==> src/sv/ifd_pkg.sv <==
package ifd_pkg;

    localparam int DATA_WIDTH  = 64;
    localparam int FIELD_WIDTH = 64;
    localparam int ETYPE_WIDTH = 3;
    localparam int QDEPTH      = 2;
    localparam int QPTR_WIDTH  = $clog2(QDEPTH);
    localparam int QCNT_WIDTH  = $clog2(QDEPTH + 1);

    typedef logic [ETYPE_WIDTH-1:0] t_etype;

    localparam t_etype ET_INT8   = 3'd0;
    localparam t_etype ET_INT16  = 3'd1;
    localparam t_etype ET_INT32  = 3'd2;
    localparam t_etype ET_INT64  = 3'd3;
    localparam t_etype ET_UINT8  = 3'd4;
    localparam t_etype ET_UINT16 = 3'd5;
    localparam t_etype ET_RESET  = ET_INT32;

    typedef enum logic [1:0] {
        SZ8  = 2'd0,
        SZ16 = 2'd1,
        SZ32 = 2'd2,
        SZ64 = 2'd3
    } t_size;

    typedef logic [DATA_WIDTH-1:0] t_word;

    // one classified item travelling from front to back
    typedef struct packed {
        t_word mag_a;
        t_word mag_b;
        logic  neg;
        logic  zero;
        logic  sgn;
        t_size size;
    } t_item;

    // operand width in bits, clamped to the datapath width
    function automatic int unsigned size_bits(input t_size s);
        int unsigned w;
        case (s)
            SZ8:     w = 8;
            SZ16:    w = 16;
            SZ32:    w = 32;
            SZ64:    w = 64;
            default: w = 64;
        endcase
        if (w > DATA_WIDTH) begin
            w = DATA_WIDTH;
        end
        return w;
    endfunction

    // keep the low bits of the size, sign- or zero-extend above
    function automatic t_word fit(input t_word v, input t_size s, input logic sgn);
        int unsigned w;
        logic        sb;
        t_word       r;
        w  = size_bits(s);
        sb = 1'b0;
        for (int i = 0; i < DATA_WIDTH; i++) begin
            if (i == int'(w) - 1) begin
                sb = v[i];
            end
        end
        for (int i = 0; i < DATA_WIDTH; i++) begin
            r[i] = (i < int'(w)) ? v[i] : (sgn & sb);
        end
        return r;
    endfunction

endpackage

==> src/sv/ifd_queue.sv <==
module ifd_queue (
    input  logic           i_clk,
    input  logic           i_rst_n,
    input  logic           i_push,
    input  ifd_pkg::t_item i_item,
    output logic           o_full,
    output logic           o_pop,
    output ifd_pkg::t_item o_item
);

    ifd_pkg::t_item                      r_mem [ifd_pkg::QDEPTH];
    logic [ifd_pkg::QPTR_WIDTH-1:0]      r_wptr;
    logic [ifd_pkg::QPTR_WIDTH-1:0]      r_rptr;
    logic [ifd_pkg::QCNT_WIDTH-1:0]      r_cnt;
    logic [ifd_pkg::QPTR_WIDTH-1:0]      n_wptr;
    logic [ifd_pkg::QPTR_WIDTH-1:0]      n_rptr;
    logic [ifd_pkg::QCNT_WIDTH-1:0]      n_cnt;

    // back end never stalls, so the head drains every cycle it is there
    assign o_pop  = (r_cnt != '0);
    assign o_full = (r_cnt == ifd_pkg::QCNT_WIDTH'(ifd_pkg::QDEPTH));
    assign o_item = r_mem[r_rptr];

    always_comb begin
        n_wptr = r_wptr;
        n_rptr = r_rptr;
        n_cnt  = r_cnt;
        if (i_push) begin
            n_wptr = (r_wptr == ifd_pkg::QPTR_WIDTH'(ifd_pkg::QDEPTH - 1)) ? '0 :
                     r_wptr + ifd_pkg::QPTR_WIDTH'(1);
        end
        if (o_pop) begin
            n_rptr = (r_rptr == ifd_pkg::QPTR_WIDTH'(ifd_pkg::QDEPTH - 1)) ? '0 :
                     r_rptr + ifd_pkg::QPTR_WIDTH'(1);
        end
        if (i_push && !o_pop) begin
            n_cnt = r_cnt + ifd_pkg::QCNT_WIDTH'(1);
        end else if (!i_push && o_pop) begin
            n_cnt = r_cnt - ifd_pkg::QCNT_WIDTH'(1);
        end
    end

    always_ff @(posedge i_clk) begin
        if (!i_rst_n) begin
            r_wptr <= '0;
            r_rptr <= '0;
            r_cnt  <= '0;
        end else begin
            r_wptr <= n_wptr;
            r_rptr <= n_rptr;
            r_cnt  <= n_cnt;
        end
    end

    always_ff @(posedge i_clk) begin
        if (i_push) begin
            r_mem[r_wptr] <= i_item;
        end
    end

endmodule

==> config.mk <==
export PLATFORM = sky130hd
export DESIGN_NAME = ifd_queue
export DESIGN_NICKNAME = d
export VERILOG_FILES = /design/src/sv/ifd_pkg.sv /design/src/sv/ifd_queue.sv
export SDC_FILE = /design/constraint.sdc
export NUM_CORES = 1
export LEC_CHECK = 0
export ABC_AREA = 1
export BUFFER_PORTS_ARGS = -buffer_cell sky130_fd_sc_hd__buf_2
export CAP_MARGIN = 20
export CORE_ASPECT_RATIO = 0.75
export CORE_MARGIN = 2
export CORE_UTILIZATION = 35
export DETAILED_ROUTE_END_ITERATION = 8
export PLACE_DENSITY = 0.66
export SKIP_LAST_GASP = 1
export SLEW_MARGIN = 10
export SYNTH_ARGS = -nofsm -noshare
export SYNTH_HDL_FRONTEND = slang
export SYNTH_SLANG_ARGS = --single-unit
==> constraint.sdc <==
create_clock -name i_clk -period 9.25 [get_ports i_clk]
set_input_delay 0 -clock i_clk [delete_from_list [all_inputs] [get_ports i_clk]]
set_output_delay 0 -clock i_clk [all_outputs]
set_load 0.05 [all_outputs]
After elaboration in Yosys (flattened, before gate mapping)
Memories as Yosys holds them, arrays and structs flattened. A register that Yosys moved wholly into a read port is not among the register bits.
Index checks and enable logic that the tools add are counted.
{"block": "word_totals", "reg_bits": 4, "ram_bits": 266, "inputBits": 136, "out_inout_bits": 135, "wordCells": 23, "n_memories": 1}
{"name": "r_mem", "words": 2, "width": 133, "read_ports": 1, "rd_ports_with_merged_regs": 1, "wr": 1, "line": "ifd_queue.sv:11", "rtl": "ifd_pkg::t_item r_mem [ifd_pkg::QDEPTH];"}
{"block": "op_classes", "addsub": 4, "eq_ne": 1, "n_mux": 8, "reduce_logical": 6}
{"operator": "$mux W1", "count": 6}
{"operator": "$mux W2", "count": 2}
{"operator": "$reduce_bool A2 Y1", "count": 2}
{"operator": "$add A1 B1 Y1 const B", "count": 2}
{"operator": "$add A2 B1 Y2 const B", "count": 1}
{"operator": "$eq A2 B2 Y1 const B", "count": 1}
{"operator": "$logic_and A1 B1 Y1", "count": 2}
{"operator": "$logic_not A1 Y1", "count": 2}
{"operator": "$sub A2 B1 Y2 const B", "count": 1}

Logic depth before layout (Yosys ltp)
Gate-level depths: netlist of run 1.
{"block": "logic_depth", "depth_word": 4, "ltp_mapped": 8, "ltp_nobuf": 8}

Worst setup path after synthesis of run 1
OpenSTA, ideal clock, no wires.
{"block": "synth_path", "path_type": "register to register", "from": "register r_wptr", "to": "memory r_mem[0][0] (netlist bit) (enable)", "setup_ns": 0.631, "arrival_ns": 5.836, "required_time_ns": 8.619, "slack_ns": 2.783, "stages_incl_launch_ff": 2, "n_path_buf": 0, "period_less_slack_ns": 6.467, "cell_sequence": "dfxtp_1 nor2_1"}
{"element": "start: declaration", "line": "ifd_queue.sv:12", "rtl": "logic [ifd_pkg::QPTR_WIDTH-1:0] r_wptr;"}
{"element": "start signal: assignment", "line": "ifd_queue.sv:49", "rtl": "r_wptr <= n_wptr;"}
{"element": "end: declaration", "line": "ifd_queue.sv:11"}
Straight into the memory's write port.

==> flow_summary.ini, run 1 <==
[detailed_routing]
top_layer = met4
antenna_left = 0
routed-wl-met2_mm = 9.797
vias = 5606
routed-wl-met3_mm = 1.525
viasPerCell = 4.387
remaining_drc_errors = 0
avgRoutedWirePerCell_microns = 16.07
firstDrtPassIters = 4
wl_met1_mm = 8.813
finalWirelength_mm = 20.54
drtIter0Drc = 269

[global_routing]
grt_pass1_wl_mm = 31.07
grt_use_total = 0.1295
antenna_found_initial = 0
grt_pass1_vias = 6023
grt_max_degree = 71
grt.overflow.total = 0

[timing]
maxSlewHeadroom = 0.2667
worst_pin_slew_ns = 1.100
rsz0062_at_grt = false
max_freq_mhz = 379.4
final.setup.tns_ns = 0
finalCritPeriodShare = 0.2850
setup_viol = 0
skew_ns = 0.01349
finalHoldViolations = 0
min_period_ns = 2.636
drv_slew = 0

[run]
maxCapViolCount = 0

[worst_hold_path]
hold_start = i_item[8]
hold_class = input port to register

[logic_synthesis]
synth.distinct_cells = 14
netlist_area_sq_um = 10100
yosys_warnings = 0
synth_nets = 584
avgSynthCellArea_sq_um = 22.60
ys_seq_area_frac = 0.8005
synth_seq_cells = 271
synth_cells = 447

[cts]
clockBufferDepth = 3
clkTransAtPathRegs_ns = 0.06
clkSinkCount = 271
root_buffer = clkbuf_16
insertion_delay_ns = 0.54
cts_made_buffers = 28
cts_setup_buffers = 0
ctsHtreeMaxLevel = 1
tritoncts = done

[placement]
dpl.hpwl_mm = 12.10
post-place-cells = 1092
routabilityCongestion = 0.6944
io_buffers = 270

[cells_and_area]
antenna_cells = 0
fillCellCount = 2330
nets = 1010
final_cell_count_no_fill = 1278
syn_to_final_growth_pct = 39.80
drive_above_1_share = 0.5050

[floorplan]
dieArea_sq_um = 30260
rows = 53
core_sq_um = 28180
die_x_microns = 200.2
fp.dieH_microns = 151.1
initial_core_util = 0.3585
pin_count = 271

[critical_path]
reg2reg_from = r_wptr$_SDFFE_PN0P_
worstPathArrival_ns = 2.64
critPathKind = register to primary output
crit_fanout = 57
required_ns = 9.25
endpoint_kind = primary output
startpoint_type = register

[power_and_ir_drop]
power_density_nw_per_um2 = 279.7
leakage_nw = 5.485
ir_drop_uv = 186.6

[status]
outcome = completed
-- cell usage in the layout (no fill, tap or decap), drive strengths merged, types with 2 or more instances in the layout --
master / netlist / layout
nor2: 6 / 6
edfxtp: 266 / 266
dfxtp: 5 / 5
mux2: 133 / 133
nand2: 6 / 6
buf: 15 / 275
a21oi: 3 / 3
clkbuf: 0 / 32
inv: 8 / 10
bufinv: 0 / 3
clkinv: 0 / 12
dlygate4sd3: 0 / 136
o21ai: 2 / 2
-- area by class of cell --
cell class,instances,area [sq um],share of cell area
flip-flops and latches,271,8092,0.5729
repair buffers,411,2750,0.1947
clock inverters,18,170.2,0.01205
inverters,8,32.53,0.002303
multi-input cells,153,1862,0.1318
clock buffers,32,737.0,0.05217
well taps,385,481.7,0.03410
-- Yosys cell counts, drive strengths merged --
master  count  area (sq um)
a21oi       3         15.01
buf        15         131.4
dfxtp       5         100.1
edfxtp    266          7988
ha          1         12.51
inv         8         30.03
mux2      133          1760
nand2       6         22.52
nand3       1         5.000
nand4       1         6.260
nor2        6         22.52
o21ai       2         10.01
-- worst max-delay path, cell delays in order, from the launching register on --
cell	delay (ns)
dfxtp_4	0.55
buf_4	0.84
mux2_4	0.37
buf_2	0.22
-- final timing paths --
| path | slack (ns) | cells after the start | to |
|---|---|---|---|
| max | 6.61 | 3 | o_item[87] |
| min | 0.18 | 2 | r_mem[0][8]$_DFFE_PP_ |
| min reg2reg | 0.44 | 1 | register |
| max reg2reg | 6.80 | 3 | r_mem[1][118]$_DFFE_PP_ |
-- state kept, by name (all words and copies together) (netlist names), named ones only --
| register | flops |
|---|---|
| r_mem | 266 |
| r_cnt | 2 |
| r_wptr | 1 |
| r_rptr | 1 |
-- power by group --
part,internal [mW],switching (mW),total [mW]
sequential,1.43,0.0363,1.47
clock,0.653,0.451,1.10
combinational,0.453,0.926,1.38
-- metrics by stage --
| stage | area [sq um] | hold slack [ns] | power, mW | utilization | setup slack, ns |
|---|---|---|---|---|---|
| CTS | 14120 | 0.1509 | 3.994 | 0.5012 | 6.535 |
| detailed placement | 11860 | 0.1911 | 2.833 | 0.4207 | 6.654 |
| finish | 14120 | 0.1815 | 3.951 | 0.5012 | 6.614 |
| global placement | 11860 | 0.1876 | 2.829 | 0.4207 | 6.659 |
| floorplan | 10100 | 0.09887 | 2.599 | - | 2.783 |
| global route | 14120 | 0.1583 | 4.094 | 0.5012 | 6.482 |
-- cell families (layout without fill, tap and decap cells) --
kind of cell,Yosys count,in the layout,synth area share
DFF,271,271,0.8005
muxes,133,133,0.1742
buffers and inverters,23,469,0.01598
and+or+nand+nor,14,14,0.005572
AOI/OAI and AO/OA,5,5,0.002476
adders and majority gates,1,1,0.001238
-- routing by layer --
| metal | global-route usage | up-vias |
|---|---|---|
| met4 | 0.03582 | 0 |
| met3 | 0.04583 | 34 |
| li1 | - | 2615 |
| met2 | 0.2188 | 203 |
| met5 | 0 | - |
| met1 | 0.1587 | 2754 |
-- repair_timing --
action / 4_1_cts / 5_1_grt
endpoints found under the setup margin: 0 / 0
hold buffers: 136 / 0
resized for setup: 0 / 0
hold endpoints to repair: 289 / 0
No activity file was read; power rests on OpenSTA's default activity.
==> run 2: changes to the inputs <==
- PLACE_DENSITY: 0.66 -> 0.68
- clock period: 9.25 -> 2.12 ns (I/O delays scaled with it)
==> run 2 against run 1 <==
  * Cell count grew 0.23%
  * Utilization grew 0.33 points
  * First-iteration DRC count fell by 19%
  * Setup slack worse by 6.4 ns
  * Total power grew to 4.3 times the previous value
  * Wire length increased by 0.11%
  * Register-to-register slack worse by 6.4 ns
  * Combinational power increased to 4.5 times the previous value
  * Via count up 0.41%
==> flow_summary.ini, run 2 (synthesized netlist as in run 1, its figures left out) <==
[status]
outcome = completed

[power_and_ir_drop]
finalPower_mw = 17.10
leakage_nw = 5.518
ir_drop_uv = 1094
power_density_nw_per_um2 = 1203

[timing]
final.setup.tns_ns = 0
maxSlewHeadroom = 0.7064
finalHoldViolations = 0
finalCritPeriodShare = 0.9092
drv_slew = 0
skew_ns = 0.005144
rsz0062_at_grt = false
min_period_ns = 1.927
max_freq_mhz = 518.8
holdWs_ns = 0.1939
worst_slack_ns = 0.1926
worst_pin_slew_ns = 0.4404
setup_viol = 0

[global_routing]
grt_max_degree = 71
grt.overflow.total = 0
antenna_found_initial = 0
grt_pass1_vias = 6123
grt_pass1_wl_mm = 31.62
grt_use_total = 0.1323

[critical_path]
critPathMaxStageDelay_ns = 0.38
endpoint_kind = primary output
crit_chain = buf_12 -> buf_4 -> mux2_2 -> buf_2
worstPathArrival_ns = 1.93
slowest_stage = dfxtp_4
cp_num_buf_inv = 3
crit_fanout = 20
rr_worst_depth = 5
reg2reg_from = r_wptr$_SDFFE_PN0P_
critPathKind = register to primary output
required_ns = 2.12
r2r_end = r_wptr$_SDFFE_PN0P_
critPathTopFamily = buffers and inverters
rrSetupSlack_ns = 0.36
startpoint_type = register

[cts]
clockBufferDepth = 3
clkSinkCount = 271
ctsHtreeMaxLevel = 1
root_buffer = clkbuf_16
clkTransAtPathRegs_ns = 0.06
cts_made_buffers = 26
cts_resized = 0
insertion_delay_ns = 0.53
tritoncts = done

[floorplan]
fp.dieH_microns = 151.1
die_x_microns = 200.2
pin_count = 271
rows = 53
core_sq_um = 28180
initial_core_util = 0.3585
dieArea_sq_um = 30260

[cells_and_area]
layout_common_cells = 270 x buf_2, 266 x edfxtp_1, 137 x dlygate4sd3_1
top_regs = r_mem x266, r_cnt x2
final_common_cell = buf_2
syn_to_final_growth_pct = 40.73
drive_above_1_share = 0.5112
largest_reg_flops = 266
design_area_sq_um = 14220
fillCellCount = 2280
nets = 1019
max_flop_register = r_mem
antenna_cells = 0

[detailed_routing]
viasPerCell = 4.394
drtIter0Drc = 217
top_layer = met4
wl_met1_mm = 9.054
antenna_left = 0
routed-wl-met3_mm = 1.450
finalWirelength_mm = 20.56
routed-wl-met2_mm = 9.606
remaining_drc_errors = 0
firstDrtPassIters = 6
vias = 5629
avgRoutedWirePerCell_microns = 16.05

[placement]
routabilityCongestion = 0.7109
dp_slack_ns = 0.7254
io_buffers = 270
dpl.hpwl_mm = 12.66
dpl_cell_area_sq_um = 12020

[worst_hold_path]
hold_class = input port to register
holdPathEnd = r_mem[1][41]$_DFFE_PP_
whs_path_depth = 2
hold_start = i_item[41]

[run]
maxCapViolCount = 0
## run 2: how the worst max path moves through the flow
| stage | startpoint | cells after the start | slack (ns) | end |
|---|---|---|---|---|
| floorplan | r_wptr$_SDFFE_PN0P_ | 2 | -0.64 | r_mem[1][0]$_DFFE_PP_ |
| detailed placement | register | 4 | 0.73 | o_item[113] |
| global route | register | 4 | 0.10 | o_item[113] |
| global placement | register | 4 | 0.74 | o_item[113] |
| CTS | register | 4 | 0.16 | o_item[113] |
| finish | register | 4 | 0.19 | o_item[113] |
## run 2: repair_timing
action                                 CTS  global route
buffers inserted                         0             0
endpoints found under the hold margin  271             0
hold buffers                           137             0
## run 2: routing by layer
layer,vias to the layer above,global-route usage
li1,2642,-
met1,2763,0.1677
met2,191,0.2224
met3,33,0.04131
met4,0,0.03358
met5,-,0
## run 2: report_power, final
group          switching, mW  internal (mW)  total, mW
sequential            0.0992           6.24       6.34
combinational           4.15           2.11       6.26
clock                   1.84           2.67       4.50
total                   6.08           11.0       17.1
## run 2: layout make-up
cell class / count / area (sq um) / share of cell area
Multi-Input combinational cell: 153 / 1864 / 0.1311
Inverter: 8 / 33.78 / 0.002376
Timing Repair Buffer: 422 / 2923 / 0.2056
Clock buffer: 32 / 694.4 / 0.04884
Sequential cell: 271 / 8093 / 0.5692
Tap cell: 385 / 481.7 / 0.03388
Clock inverter: 10 / 128.9 / 0.009064
## run 2: through the flow
step                      utilization  std cells
final                          0.5045       1281
after global routing           0.5045       1281
after CTS                      0.5045       1281
after detailed placement       0.4266       1102
after global placement         0.4266       1102
after floorplan                     -        447
## run 2: worst register-to-register path, stage by stage, from the launching register on
cell and delay, ns:
dfxtp_2 0.37, nand2_2 0.09, nand2_1 0.06, dlygate4sd3_1 0.55, nor2_1 0.04, dlygate4sd3_1 0.54
==> run 3: changes to the inputs <==
- MAX_ROUTING_LAYER: unset -> met4
==> run 3 against run 2 <==
  * Fmax is essentially flat
  * Highest routed layer unchanged
  * Largest power group unchanged
  * Cell count is the same
  * Critical endpoint is now o_item[117]
  * Design area is the same
  * First-iteration DRC count grew 7.4%
  * Clock skew is essentially flat
  * Critical path depth is the same
  * Non-clock buffer count is the same
  * Sequential cell count is the same
==> flow_summary.ini, run 3 (synthesized netlist as in run 1, its figures left out) <==
[floorplan]
die_x_microns = 200.2
pin_count = 271
fp.dieH_microns = 151.1
dieArea_sq_um = 30260
rows = 53
core_sq_um = 28180
initial_core_util = 0.3585

[timing]
holdWs_ns = 0.1942
setup_viol = 0
skew_ns = 0.005107
finalHoldViolations = 0
finalCritPeriodShare = 0.9099
rsz0062_at_grt = false
worst_slack_ns = 0.1909
min_period_ns = 1.929
maxSlewHeadroom = 0.7069
max_freq_mhz = 518.4
worst_pin_slew_ns = 0.4396
drv_slew = 0

[cts]
cts_hold_buf = 137
cts_resized = 0
ctsHtreeMaxLevel = 1
clkSinkCount = 271
root_buffer = clkbuf_16
cts_made_buffers = 26
tritoncts = done
insertion_delay_ns = 0.53
cts_setup_buffers = 0
clkTransAtPathRegs_ns = 0.06
clockBufferDepth = 3

[cells_and_area]
antenna_cells = 0
layout_common_cells = 270 x buf_2, 266 x edfxtp_1, 137 x dlygate4sd3_1
drive_above_1_share = 0.5112
syn_to_final_growth_pct = 40.73
max_flop_register = r_mem
top_regs = r_mem x266, r_cnt x2
largest_reg_flops = 266
final_common_cell = buf_2
nets = 1019
design_area_sq_um = 14220

[detailed_routing]
finalWirelength_mm = 20.58
avgRoutedWirePerCell_microns = 16.06
drtIter0Drc = 233
firstDrtPassIters = 4
antenna_left = 0
vias = 5642
viasPerCell = 4.404
remaining_drc_errors = 0

[critical_path]
critPathKind = register to primary output
cp-endpoint = o_item[117]
r2r_end = r_wptr$_SDFFE_PN0P_
worstPathArrival_ns = 1.93
rrSetupSlack_ns = 0.36
rr_worst_depth = 5
reg2reg_from = r_wptr$_SDFFE_PN0P_
required_ns = 2.12
endpoint_kind = primary output
crit_fanout = 20
startpoint_type = register
critPathMaxStageDelay_ns = 0.38
crit_chain = buf_12 -> buf_4 -> mux2_2 -> buf_2
slowest_stage = dfxtp_4

[power_and_ir_drop]
power_density_nw_per_um2 = 1203
leakage_nw = 5.518
ir_drop_uv = 1092
finalPower_mw = 17.11

[global_routing]
grt_pass1_vias = 6136
grt_use_total = 0.1363
antenna_found_initial = 0
grt.overflow.total = 0
grt_max_degree = 71
grt_pass1_wl_mm = 31.59

[placement]
routabilityCongestion = 0.7196
dpl.hpwl_mm = 12.66
dp_slack_ns = 0.7254
dpl_cell_area_sq_um = 12020
io_buffers = 270

[status]
outcome = completed

[worst_hold_path]
hold_class = input port to register

[run]
maxCapViolCount = 0
## run 3: cell type report
type / instances / area [sq um]
Fill cell: 2280 / 13960
Clock inverter: 10 / 128.9
Sequential cell: 271 / 8093
Timing Repair Buffer: 422 / 2923
Multi-Input combinational cell: 153 / 1864
Inverter: 8 / 33.78
Tap cell: 385 / 481.7
Clock buffer: 32 / 694.4
## run 3: through the flow
step	TNS, ns	util	cells
final	0	0.5045	1281
after global routing	0	0.5045	1281
after CTS	0	0.5045	1281
after detailed placement	0	0.4266	1102
after global placement	0	0.4266	1102
after floorplan	-162.22	-	447
## run 3: where the power goes
part	total [mW]	internal [mW]	switching (mW)
Combinational	6.27	2.11	4.15
Sequential	6.34	6.24	0.0992
Clock	4.51	2.67	1.84
## run 3: worst max-delay path: cells and delay by family (launching register included)
kind / cells / cell delay, ns
buffers and inverters: 3 / 0.65
DFF: 1 / 0.38
muxes: 1 / 0.35
## run 3: worst min-delay path by stage
stage	cells after the start	slack (ns)	endpoint	from
after detailed placement	1	0.19	r_mem[1][35]$_DFFE_PP_	i_item[35]
after global routing	2	0.18	r_mem[1][51]$_DFFE_PP_	i_item[51]
after floorplan	0	0.1	r_mem[0][0]$_DFFE_PP_	i_item[0]
after global placement	1	0.19	r_mem[0][22]$_DFFE_PP_	i_item[22]
after CTS	2	0.15	r_mem[1][41]$_DFFE_PP_	i_item[41]
final	2	0.19	r_mem[1][41]$_DFFE_PP_	i_item[41]
## run 3: layer usage
layer | track usage | wire, microns
met5 | - | 0
met4 | 0.03358 | 453
met3 | 0.03722 | 1362
met2 | 0.2226 | 9639
met1 | 0.1701 | 9121
