### src/sv/ifd_pkg.sv
package ifd_pkg;

    localparam int DATA_WIDTH  = 64;
    localparam int FIELD_WIDTH = 64;
    localparam int ETYPE_WIDTH = 3;
    localparam int QDEPTH      = 2;
    localparam int QPTR_WIDTH  = $clog2(QDEPTH);
    localparam int QCNT_WIDTH  = $clog2(QDEPTH + 1);

    typedef logic [ETYPE_WIDTH-1:0] t_etype;

    localparam t_etype ET_INT8   = 3'd0;
    localparam t_etype ET_INT16  = 3'd1;
    localparam t_etype ET_INT32  = 3'd2;
    localparam t_etype ET_INT64  = 3'd3;
    localparam t_etype ET_UINT8  = 3'd4;
    localparam t_etype ET_UINT16 = 3'd5;
    localparam t_etype ET_RESET  = ET_INT32;

    typedef enum logic [1:0] {
        SZ8  = 2'd0,
        SZ16 = 2'd1,
        SZ32 = 2'd2,
        SZ64 = 2'd3
    } t_size;

    typedef logic [DATA_WIDTH-1:0] t_word;

    // one classified item travelling from front to back
    typedef struct packed {
        t_word mag_a;
        t_word mag_b;
        logic  neg;
        logic  zero;
        logic  sgn;
        t_size size;
    } t_item;

    // operand width in bits, clamped to the datapath width
    function automatic int unsigned size_bits(input t_size s);
        int unsigned w;
        case (s)
            SZ8:     w = 8;
            SZ16:    w = 16;
            SZ32:    w = 32;
            SZ64:    w = 64;
            default: w = 64;
        endcase
        if (w > DATA_WIDTH) begin
            w = DATA_WIDTH;
        end
        return w;
    endfunction

    // keep the low bits of the size, sign- or zero-extend above
    function automatic t_word fit(input t_word v, input t_size s, input logic sgn);
        int unsigned w;
        logic        sb;
        t_word       r;
        w  = size_bits(s);
        sb = 1'b0;
        for (int i = 0; i < DATA_WIDTH; i++) begin
            if (i == int'(w) - 1) begin
                sb = v[i];
            end
        end
        for (int i = 0; i < DATA_WIDTH; i++) begin
            r[i] = (i < int'(w)) ? v[i] : (sgn & sb);
        end
        return r;
    endfunction

endpackage

### src/sv/ifd_front.sv
module ifd_front (
    input  logic           i_clk,
    input  logic           i_rst_n,
    input  logic           i_cfg_we,
    input  logic [2:0]     i_cfg_wdata,
    input  logic [63:0]    i_dividend,
    input  logic [63:0]    i_divisor,
    output ifd_pkg::t_item o_item
);

    ifd_pkg::t_etype r_etype;
    ifd_pkg::t_size  size;
    logic            sgn;
    ifd_pkg::t_word  ext_a;
    ifd_pkg::t_word  ext_b;
    logic            na;
    logic            nb;

    always_ff @(posedge i_clk) begin
        if (!i_rst_n) begin
            r_etype <= ifd_pkg::ET_RESET;
        end else if (i_cfg_we) begin
            r_etype <= i_cfg_wdata;
        end
    end

    // decode element type, unknown codes run as int64
    always_comb begin
        case (r_etype)
            ifd_pkg::ET_INT8:   begin size = ifd_pkg::SZ8;  sgn = 1'b1; end
            ifd_pkg::ET_INT16:  begin size = ifd_pkg::SZ16; sgn = 1'b1; end
            ifd_pkg::ET_INT32:  begin size = ifd_pkg::SZ32; sgn = 1'b1; end
            ifd_pkg::ET_UINT8:  begin size = ifd_pkg::SZ8;  sgn = 1'b0; end
            ifd_pkg::ET_UINT16: begin size = ifd_pkg::SZ16; sgn = 1'b0; end
            default:            begin size = ifd_pkg::SZ64; sgn = 1'b1; end
        endcase
    end

    assign ext_a = ifd_pkg::fit(i_dividend[ifd_pkg::DATA_WIDTH-1:0], size, sgn);
    assign ext_b = ifd_pkg::fit(i_divisor[ifd_pkg::DATA_WIDTH-1:0], size, sgn);
    assign na    = sgn & ext_a[ifd_pkg::DATA_WIDTH-1];
    assign nb    = sgn & ext_b[ifd_pkg::DATA_WIDTH-1];

    always_comb begin
        o_item.mag_a = na ? (ifd_pkg::t_word'(0) - ext_a) : ext_a;
        o_item.mag_b = nb ? (ifd_pkg::t_word'(0) - ext_b) : ext_b;
        o_item.neg   = na ^ nb;
        o_item.zero  = (ext_b == '0);
        o_item.sgn   = sgn;
        o_item.size  = size;
    end

endmodule

### config.mk
export PLATFORM = sky130hd
export DESIGN_NAME = ifd_front
export DESIGN_NICKNAME = d
export VERILOG_FILES = /design/src/sv/ifd_pkg.sv /design/src/sv/ifd_front.sv
export SDC_FILE = /design/constraint.sdc
export NUM_CORES = 1
export LEC_CHECK = 0
export BUFFER_PORTS_ARGS = -buffer_cell sky130_fd_sc_hd__buf_4
export CORE_MARGIN = 2
export CORE_UTILIZATION = 29
export DETAILED_ROUTE_END_ITERATION = 6
export PLACE_DENSITY = 0.66
export SETUP_SLACK_MARGIN = 0.4
export SLEW_MARGIN = 10
export SYNTH_ARGS = -nofsm -noshare
export SYNTH_HDL_FRONTEND = slang
export SYNTH_SLANG_ARGS = --single-unit
export TNS_END_PERCENT = 1
### constraint.sdc
create_clock -name i_clk -period 2.85 [get_ports i_clk]
set_clock_uncertainty 0.05 [all_clocks]
set_input_delay 0.1425 -clock i_clk [delete_from_list [all_inputs] [get_ports i_clk]]
set_output_delay 0.1425 -clock i_clk [all_outputs]
set_load 0.01 [all_outputs]
# Yosys cells after proc, flatten, opt, wreduce, memory -nomap -nowiden
# Index checks and enable logic that the tools add are counted.
# op_classes
add_sub_neg	3
order_cmp	65
eq_ne	70
mux	262
bitwise	5
n_reduce_logical	7
# op_table
operator	count
$eq A7 B32 Y1 const A	32
$lt A7 B32 Y1 const A	32
$eq A6 B32 Y1 const A	16
$lt A6 B32 Y1 const A	16
$mux W1	257
$eq A5 B32 Y1 const A	8
$lt A5 B32 Y1 const A	8
$eq A4 B32 Y1 const A	4
$lt A4 B32 Y1 const A	4
$mux W64	2
$pmux W32 S4	1
$sub A1 B64 Y64 const A	2
$eq A3 B32 Y1 const A	2
$logic_not A64 Y1	1
$lt A3 B32 Y1 const A	2
$eq A2 B32 Y1 const A	1
$gt A32 B7 Y1 const B	1
$logic_not A32 Y1	1
$lt A1 B32 Y1 const A	1
$lt A2 B32 Y1 const A	1
$mux W32	1
$sub A32 B2 Y32 const B	1
$eq A3 B3 Y1 const B	2
$pmux W2 S3	1
9 further kinds	15
# totals
regBits	3
in_bits	134
out_inout_bits	133

# Logic depth before layout (Yosys ltp)
# Gate-level depths: netlist of the first run.
# depth
depth_word	77
mapped_depth	11
depth_no_buf	9

# Least setup slack after synthesis of the first run
# OpenSTA, ideal clock, no wires.
# synth_timing
path_kind	reg-to-output
from	register r_etype[0]
to	output port o_item[85] (netlist name)
arrival_ps	2442
setup_slack_ps	216
path_stages_with_launch	10
cell_sequence	dfxtp_1 buf_6 mux2_2 a21o_1 clkbuf_1 a21oi_1 clkbuf_1 clkbuf_1 o21ai_0 a21oi_1
# synth_rtl
item	line	source
start, declared	ifd_front.sv:11	ifd_pkg::t_etype r_etype;
start signal, assigned	ifd_front.sv:21	r_etype <= ifd_pkg::ET_RESET;
start signal, assigned	ifd_front.sv:23	r_etype <= i_cfg_wdata;
end, declared	ifd_front.sv:8	output ifd_pkg::t_item o_item

==> impl_metrics.toml, run 1 <==
[run_status]
status = "finished, violations left"
violations = "negative setup slack"

[drt]
drtIter0Drc = 587
wl_per_cell_um = 17.8
drc = 0
routed-via-count = 7926
ant_nets = 0
vias_per_cell = 5.71
drt-total-wl_mm = 24.7
drtPass1Iterations = 5

[global_route]
grt_max_degree = 41
grt.total_usage = 0.247
antenna_found_initial = 0
grt_pass1_vias = 7518
grt_pass1_wl_mm = 37.9
grt_overflow = 0

[sta]
setup_viol = 8
min_period_over_period = 1.03
period_needed_ns = 2.93
tightest_slew_ns = 0.574
hold_ws_ns = 0.0907
hold_viol_final = 0
tns_ns = -0.299
rsz0062_at_grt = "yes"
setup_ws_ns = -0.0841
max_freq_mhz = 341
slew_headroom = 0.614
slew_viol_final = 0

[floorplan]
die_x_um = 137
die_area_um2 = 18700
die_h_um = 137
num_io_pins = 267
rows = 48
core_area_um2 = 17300
start_util = 0.296

[clock_tree]
cts.sinks = 3
cts.path.max_buffers = 2
clk_pin_slew_ns = 0.03
cts_tree = "built"
cts_root_buf = "clkbuf_16"
clkLatencyLatePin_ns = 0.22
cts_htree_levels = 1
cts_buffers = 3

[synth]
synth-edff-count = 0
synth_cell_types = 85
synthFlopType = "dfxtp_1"
ys_top_cells_by_area = "nor2_1, xnor2_1, a21oi_1"
async_flop_share = 0
avgSynthCellArea_um2 = 6.04
synth_seq_cells = 3
ys_seq_area_frac = 0.0117
synth.cell_area_um2 = 5120
synth_top_area_cell = "nor2_1"
netlist_instances = 847
yosys_warnings = 0
synth_top_area_share = 0.0895

[placement]
place_hpwl_mm = 19.9
placed_cells = 1370
io_buffers = 266
pre_cts_ws_ns = -0.0880
gp_congestion = 0.925

[worst_setup_path]
reg2reg_to = "r_etype[1]"
rrSetupSlack_ns = 1.63
rr_worst_depth = 4
crit_fanout = 8
worstPathRequired_ns = 2.66
crit_path_end_kind = "output port"
rr_startpoint = "r_etype[1]"
cp-start-kind = "flip-flop"
critPathArrivalTime_ns = 2.74
crit_type = "flip-flop to output port"

[power_and_ir_drop]
leakage_nw = 3.59
p_per_area_nw_per_um2 = 270
peakVddDrop_uv = 163

[cells_and_area]
layout_common_cells = "buf_4, nor2_1, nand2_1, a21oi_1, o21ai_0"
final_common_cell = "buf_4"
finalNonFillerCells = 1387
areaGrowthSynthToFinish_pct = 67.8
num-nets-final = 1300
largest_reg_flops = 3
diodes = 0
drive_gt1_frac = 0.421
reg_top3 = "r_etype (3)"
top_register = "r_etype"

[min_path]
hold_path_end = "r_etype[1]"
hp-class = "input port to flip-flop"
holdPathStages = 3
hp-start = "i_cfg_wdata[1]"

[run]
cap_viol_max_count = 0
[synth_stat cells (all sizes together) (15+ instances only)]
master  instances
nor3           42
a21oi          74
nand3          26
a31oi          16
buf            15
xor2           36
clkbuf         41
nor2          123
o21ai          73
xnor2          44
or3            39
nor4           24
o31ai          21
nand2          73
[cell families after synthesis]
group / count (synthesis) / share of synthesized area
DFF: 3 / 0.0117
muxes: 11 / 0.0220
buffers and inverters: 70 / 0.0670
AOI/OAI and AO/OA: 274 / 0.348
other: 1 / 0.000733
and+or+nand+nor: 405 / 0.407
adders and majority gates: 3 / 0.00733
xor gates and xnor gates: 80 / 0.137
[power breakdown]
group	total, mW	switching [mW]	internal [mW]
Clock	0.223	0.0387	0.185
Sequential	0.0503	0.00507	0.0452
Combinational	2.04	1.08	0.962
[metrics by stage]
step	instance area [µm²]	total power [mW]	utilization
floorplan	5190	1.03	-
CTS	8310	2.25	0.480
global route	8590	2.48	0.497
detailed placement	7910	1.95	0.457
finish	8590	2.32	0.497
global placement	7910	1.95	0.457
[cell type report]
class / count / area, µm²
well taps: 225 / 282
multi-input cells: 775 / 5240
inverters: 14 / 56.3
clock buffers: 4 / 78.8
flip-flops and latches: 3 / 66.3
fillers: 1798 / 8710
repair buffers: 366 / 2870
[timing repair]
item / CTS / global route
hold buffers: 0 / 0
gates resized for setup: 76 / 47
pin swaps: 22 / 33
endpoints found under the setup margin: 126 / 127
buffers inserted: 2 / 11
[metal layers]
metal	routed length, µm	vias up	global-route usage
met5	0	-	0
met4	684	0	0.0842
met3	1670	53	0.0222
met2	12100	345	0.438
met1	10200	3720	0.313
li1	-	3808	-
[critical path, cell delays in order, from the launching register on]
cell	delay (ns)
dfxtp_2	0.33
buf_8	0.13
mux2_4	0.33
a22oi_2	0.22
buf_6	0.15
nor2_4	0.03
or4_4	0.54
or3_4	0.37
o211ai_2	0.18
o21ai_2	0.07
buf_4	0.14
[how the worst max path moves through the flow]
stage,start,to,slack (ns),cells past startpoint
floorplan,r_etype[0],o_item[56],0.34,8
global placement,r_etype[1],o_item[129],-0.07,10
detailed placement,r_etype[1],o_item[129],-0.09,10
CTS,r_etype[0],o_item[56],-0.08,10
global route,r_etype[0],o_item[56],-0.16,10
finish,r_etype[0],o_item[56],-0.08,10
No activity file was read; power rests on OpenSTA's default activity.
==> inputs of run 2 (changes only) <==
--- a/config.mk
+++ b/config.mk
@@ -10,8 +10,7 @@
 export CORE_UTILIZATION = 29
 export DETAILED_ROUTE_END_ITERATION = 6
 export PLACE_DENSITY = 0.66
-export SETUP_SLACK_MARGIN = 0.4
-export SLEW_MARGIN = 10
+export SETUP_SLACK_MARGIN = 0.02
 export SYNTH_ARGS = -nofsm -noshare
 export SYNTH_HDL_FRONTEND = slang
 export SYNTH_SLANG_ARGS = --single-unit
==> run 2 against run 1 <==
Die area is the same. First-iteration DRC count grew 28%. Combinational power shrank 2%. Global-route usage shrank 0.078 points. Via count grew 1.5%. Total power shrank 2.0%. Clock power shrank 2%. Setup slack gained 0.042 ns. The flow still finishes with violations (negative setup slack).
==> impl_metrics.toml, run 2 (same netlist as run 1, synthesis figures left out) <==
[sta]
period_needed_ns = 2.89
slew_viol_final = 0
max_freq_mhz = 346
rsz0062_at_grt = "yes"
setup_viol = 11
slew_headroom = 0.576
min_period_over_period = 1.01
hold_viol_final = 0
tns_ns = -0.262
setup_ws_ns = -0.0417
tightest_slew_ns = 0.630

[clock_tree]
cts_root_buf = "clkbuf_16"
cts_tree = "built"
clk_pin_slew_ns = 0.03
cts_buffers = 3
cts.sinks = 3
cts.path.max_buffers = 2
clkLatencyLatePin_ns = 0.22
cts_htree_levels = 1

[cells_and_area]
regArea_um2 = 66.3
diodes = 0
drive_gt1_frac = 0.402
fillCellCount = 1786
top_register = "r_etype"
areaGrowthSynthToFinish_pct = 66.4
final_common_cell = "buf_4"
fin_util = 0.492
largest_reg_flops = 3
finalNonFillerCells = 1403
multi_input_area_um2 = 5060
layout_common_cells = "buf_4, nor2_1, nand2_1, a21oi_1, o21ai_0"
num-nets-final = 1316
reg_top3 = "r_etype (3)"

[worst_setup_path]
worstPathRequired_ns = 2.66
rrSetupSlack_ns = 1.74
cp-start-kind = "flip-flop"
crit_type = "flip-flop to output port"
rr_startpoint = "r_etype[1]"
crit_path_end_kind = "output port"
reg2reg_to = "r_etype[1]"
critPathArrivalTime_ns = 2.70
rr_worst_depth = 3
crit_fanout = 10

[min_path]
hp-start = "i_cfg_wdata[1]"
hp-class = "input port to flip-flop"
holdPathStages = 3
hold_path_end = "r_etype[1]"

[global_route]
grt_overflow = 0
antenna_found_initial = 0
grt_pass1_vias = 7352
grt.total_usage = 0.247
grt_max_degree = 37
grt_pass1_wl_mm = 37.6

[run_status]
violations = "negative setup slack"
status = "finished, violations left"

[placement]
place_hpwl_mm = 20.1
io_buffers = 266
placed_cells = 1393
gp_congestion = 0.979

[power_and_ir_drop]
leakage_nw = 3.63
p_per_area_nw_per_um2 = 267
peakVddDrop_uv = 153

[floorplan]
core_area_um2 = 17300
die_x_um = 137
start_util = 0.296
num_io_pins = 267
die_area_um2 = 18700
rows = 48
die_h_um = 137

[drt]
routed-via-count = 8046
wl_per_cell_um = 17.7
vias_per_cell = 5.73
drtIter0Drc = 752
drt-total-wl_mm = 24.8
drc = 0
drtPass1Iterations = 6
ant_nets = 0

[run]
cap_viol_max_count = 0
## run 2: cell count changes in the layout (fill, tap and decap cells not counted), sizes merged
| cell | delta |
|---|---|
| inv | +1 |
| bufbuf | +1 |
| clkinvlp | -1 |
| buf | +15 |
## run 2: report_power, final
part / switching [mW] / internal [mW] / leakage [nW]
combinational: 1.05 / 0.945 / 3.57
sequential: 0.00729 / 0.0453 / 0.0257
clock: 0.0350 / 0.184 / 0.0382
total: 1.10 / 1.17 / 3.63
## run 2: worst max-delay path, cell delays in order, from the launching register on
cell	delay [ns]
dfxtp_2	0.35
buf_12	0.15
mux2_4	0.33
a22oi_2	0.26
nor2_2	0.07
or4_4	0.55
nor3_2	0.12
buf_4	0.16
o21ai_0	0.07
a21oi_1	0.23
buf_4	0.17
## run 2: cell type report
type,count,area share
Tap cell,225,0.0331
Inverter,14,0.00617
Clock buffer,4,0.00926
Timing Repair Buffer,382,0.349
Sequential cell,3,0.00779
Multi-Input combinational cell,775,0.594
## run 2: repair_timing
item                                    CTS  global route
endpoints found under the setup margin   48            68
pin swaps                                10             9
hold endpoints to repair                  0             0
hold buffers                              0             0
gates resized for setup                  53            26
gates cloned                              1             0
buffers inserted                          3             2
## run 2: layer usage
| metal | vias to the layer above | wire [µm] | global-route usage |
|---|---|---|---|
| li1 | 3846 | - | - |
| met1 | 3717 | 10200 | 0.312 |
| met2 | 420 | 11900 | 0.423 |
| met3 | 63 | 1950 | 0.0341 |
| met4 | 0 | 803 | 0.0945 |
| met5 | - | 0 | 0 |
## run 2: how the worst max path moves through the flow
stage,end,start,slack [ns]
6_report,o_item[52],r_etype[0],-0.04
5_1_grt,o_item[130],r_etype[0],-0.13
4_1_cts,o_item[60],i_divisor[44],-0.02
3_5_place_dp,o_item[3],r_etype[0],-0.02
3_3_place_gp,o_item[3],r_etype[0],-0.12
2_1_floorplan,o_item[85],r_etype[0],0.22
## run 2: through the flow
stage	area (µm²)	power (mW)	hold WS, ns	setup slack (ns)
final	8520	2.27	0.107	-0.0417
after floorplan	5120	1.02	0.191	0.216
after global routing	8520	2.43	0.115	-0.132
after global placement	8030	1.96	0.321	-0.117
after detailed placement	8030	1.96	0.337	-0.0196
after CTS	8380	2.24	0.108	-0.0248
==> inputs of run 3 (changes only) <==
--- a/config.mk
+++ b/config.mk
@@ -9,7 +9,7 @@
 export CORE_MARGIN = 2
 export CORE_UTILIZATION = 29
 export DETAILED_ROUTE_END_ITERATION = 6
-export PLACE_DENSITY = 0.66
+export PLACE_DENSITY = 0.61
 export SETUP_SLACK_MARGIN = 0.02
 export SYNTH_ARGS = -nofsm -noshare
 export SYNTH_HDL_FRONTEND = slang
==> run 3 against run 2 <==
The run still ends with negative setup slack left. Setup slack got worse by 0.021 ns. Die area did not move. Sequential power decreased by 4%. Sequential share of layout area about the same. Clock power is essentially flat.
==> impl_metrics.toml, run 3 (same netlist as run 1, synthesis figures left out) <==
[global_route]
antenna_found_initial = 0
grt_pass1_vias = 7392
grt_pass1_wl_mm = 38.5
grt_max_degree = 60
grt_overflow = 0
grt.total_usage = 0.255

[floorplan]
core_area_um2 = 17300
start_util = 0.296
num_io_pins = 267
die_h_um = 137
rows = 48
die_area_um2 = 18700
die_x_um = 137

[drt]
drtPass1Iterations = 5
ant_nets = 0
drt-total-wl_mm = 25.2
wl_per_cell_um = 18.0
routed-via-count = 7852
drtIter0Drc = 559
drc = 0
vias_per_cell = 5.62

[run]
cap_viol_max_count = 0

[cells_and_area]
top_register = "r_etype"
diodes = 0
largest_reg_flops = 3
reg_top3 = "r_etype (3)"
fillCellCount = 1800
layout_common_cells = "buf_4, nor2_1, nand2_1, a21oi_1, o21ai_0"
fin_area_um2 = 8580
areaGrowthSynthToFinish_pct = 67.6
final_common_cell = "buf_4"
drive_gt1_frac = 0.411
num-nets-final = 1310

[worst_setup_path]
crit_fanout = 6
crit_type = "flip-flop to output port"
critPathArrivalTime_ns = 2.72
cp-start-kind = "flip-flop"
rr_worst_depth = 4
worstPathRequired_ns = 2.66
rrSetupSlack_ns = 1.72
crit_path_end_kind = "output port"

[sta]
rsz0062_at_grt = "yes"
slew_headroom = 0.581
setup_ws_ns = -0.0624
min_period_over_period = 1.02
tightest_slew_ns = 0.623
max_freq_mhz = 343
hold_ws_ns = 0.0849
setup_viol = 5
hold_viol_final = 0
slew_viol_final = 0
period_needed_ns = 2.91

[clock_tree]
cts.path.max_buffers = 2
cts_htree_levels = 1
clk_pin_slew_ns = 0.03
cts_root_buf = "clkbuf_16"
cts.sinks = 3
clkLatencyLatePin_ns = 0.22
cts_tree = "built"
cts_buffers = 3

[run_status]
status = "finished, violations left"
violations = "negative setup slack"

[placement]
place_hpwl_mm = 20.3
io_buffers = 266
post_dp_cell_area_um2 = 7950
gp_congestion = 0.951
pre_cts_ws_ns = -0.00716

[power_and_ir_drop]
p_per_area_nw_per_um2 = 268
leakage_nw = 3.64
peakVddDrop_uv = 157

[min_path]
hp-class = "input port to flip-flop"
holdPathStages = 2
==> run 3: changes by cell type in the layout (fill, tap and decap cells not counted), moves of 3 or more <==
cell,before,now
or4_1,11,8
or4_4,3,6
o21ai_0,64,61
buf_4,373,365
==> run 3: final cells by class <==
class | instances | area, µm² | share of cell area
clock buffer | 4 | 78.8 | 0.00919
inverter | 14 | 56.3 | 0.00656
multi-input combinational | 775 | 5160 | 0.601
sequential | 3 | 68.8 | 0.00802
tap | 225 | 282 | 0.0328
timing repair buffer | 376 | 2930 | 0.342
==> run 3: layer usage <==
metal / track usage / wire [µm] / share of wire / vias up
met5: 0 / 0 / 0 / -
li1: - / - / - / 3834
met4: 0.0796 / 683 / 0.027 / 0
met3: 0.0204 / 1760 / 0.070 / 50
met1: 0.342 / 10800 / 0.43 / 3614
met2: 0.432 / 11900 / 0.47 / 354
==> run 3: worst paths after layout <==
kind	startpoint	to
worst max-delay path	r_etype[0]	o_item[59]
worst min-delay path	i_rst_n	r_etype[1]
worst max register to register	r_etype[1]	r_etype[1]
worst min register to register	r_etype[0]	r_etype[0]
==> run 3: worst max-delay path, cell delays in order (launching register included) <==
cell,delay [ns]
dfxtp_4,0.35
bufbuf_16,0.27
o22a_1,0.21
o21a_1,0.17
a211o_1,0.26
or3_4,0.38
o41a_1,0.36
o21a_1,0.19
nor3_2,0.16
buf_4,0.15
==> run 3: what timing repair did <==
item / CTS / global route
hold buffers: 0 / 0
gates cloned: 1 / 0
pin swaps: 7 / 8
setup endpoints to repair: 55 / 59
buffers inserted: 6 / 0
resized for setup: 65 / 46
==> run 3: stage by stage <==
step | util | TNS, ns | power [mW] | std cells
floorplan | - | 0 | 1.02 | 848
global placement | 0.460 | -0.0533 | 1.95 | 1386
detailed placement | 0.460 | -0.00716 | 1.95 | 1386
CTS | 0.485 | -0.184 | 2.25 | 1397
global route | 0.496 | -2.29 | 2.46 | 1397
finish | 0.496 | -0.111 | 2.30 | 1397
==> run 3: where the power goes <==
| part | switching [mW] | leakage [nW] | internal, mW | total [mW] |
|---|---|---|---|---|
| Sequential | 0.00582 | 0.0260 | 0.0447 | 0.0506 |
| Combinational | 1.07 | 3.58 | 0.952 | 2.03 |
| Clock | 0.0373 | 0.0382 | 0.184 | 0.222 |
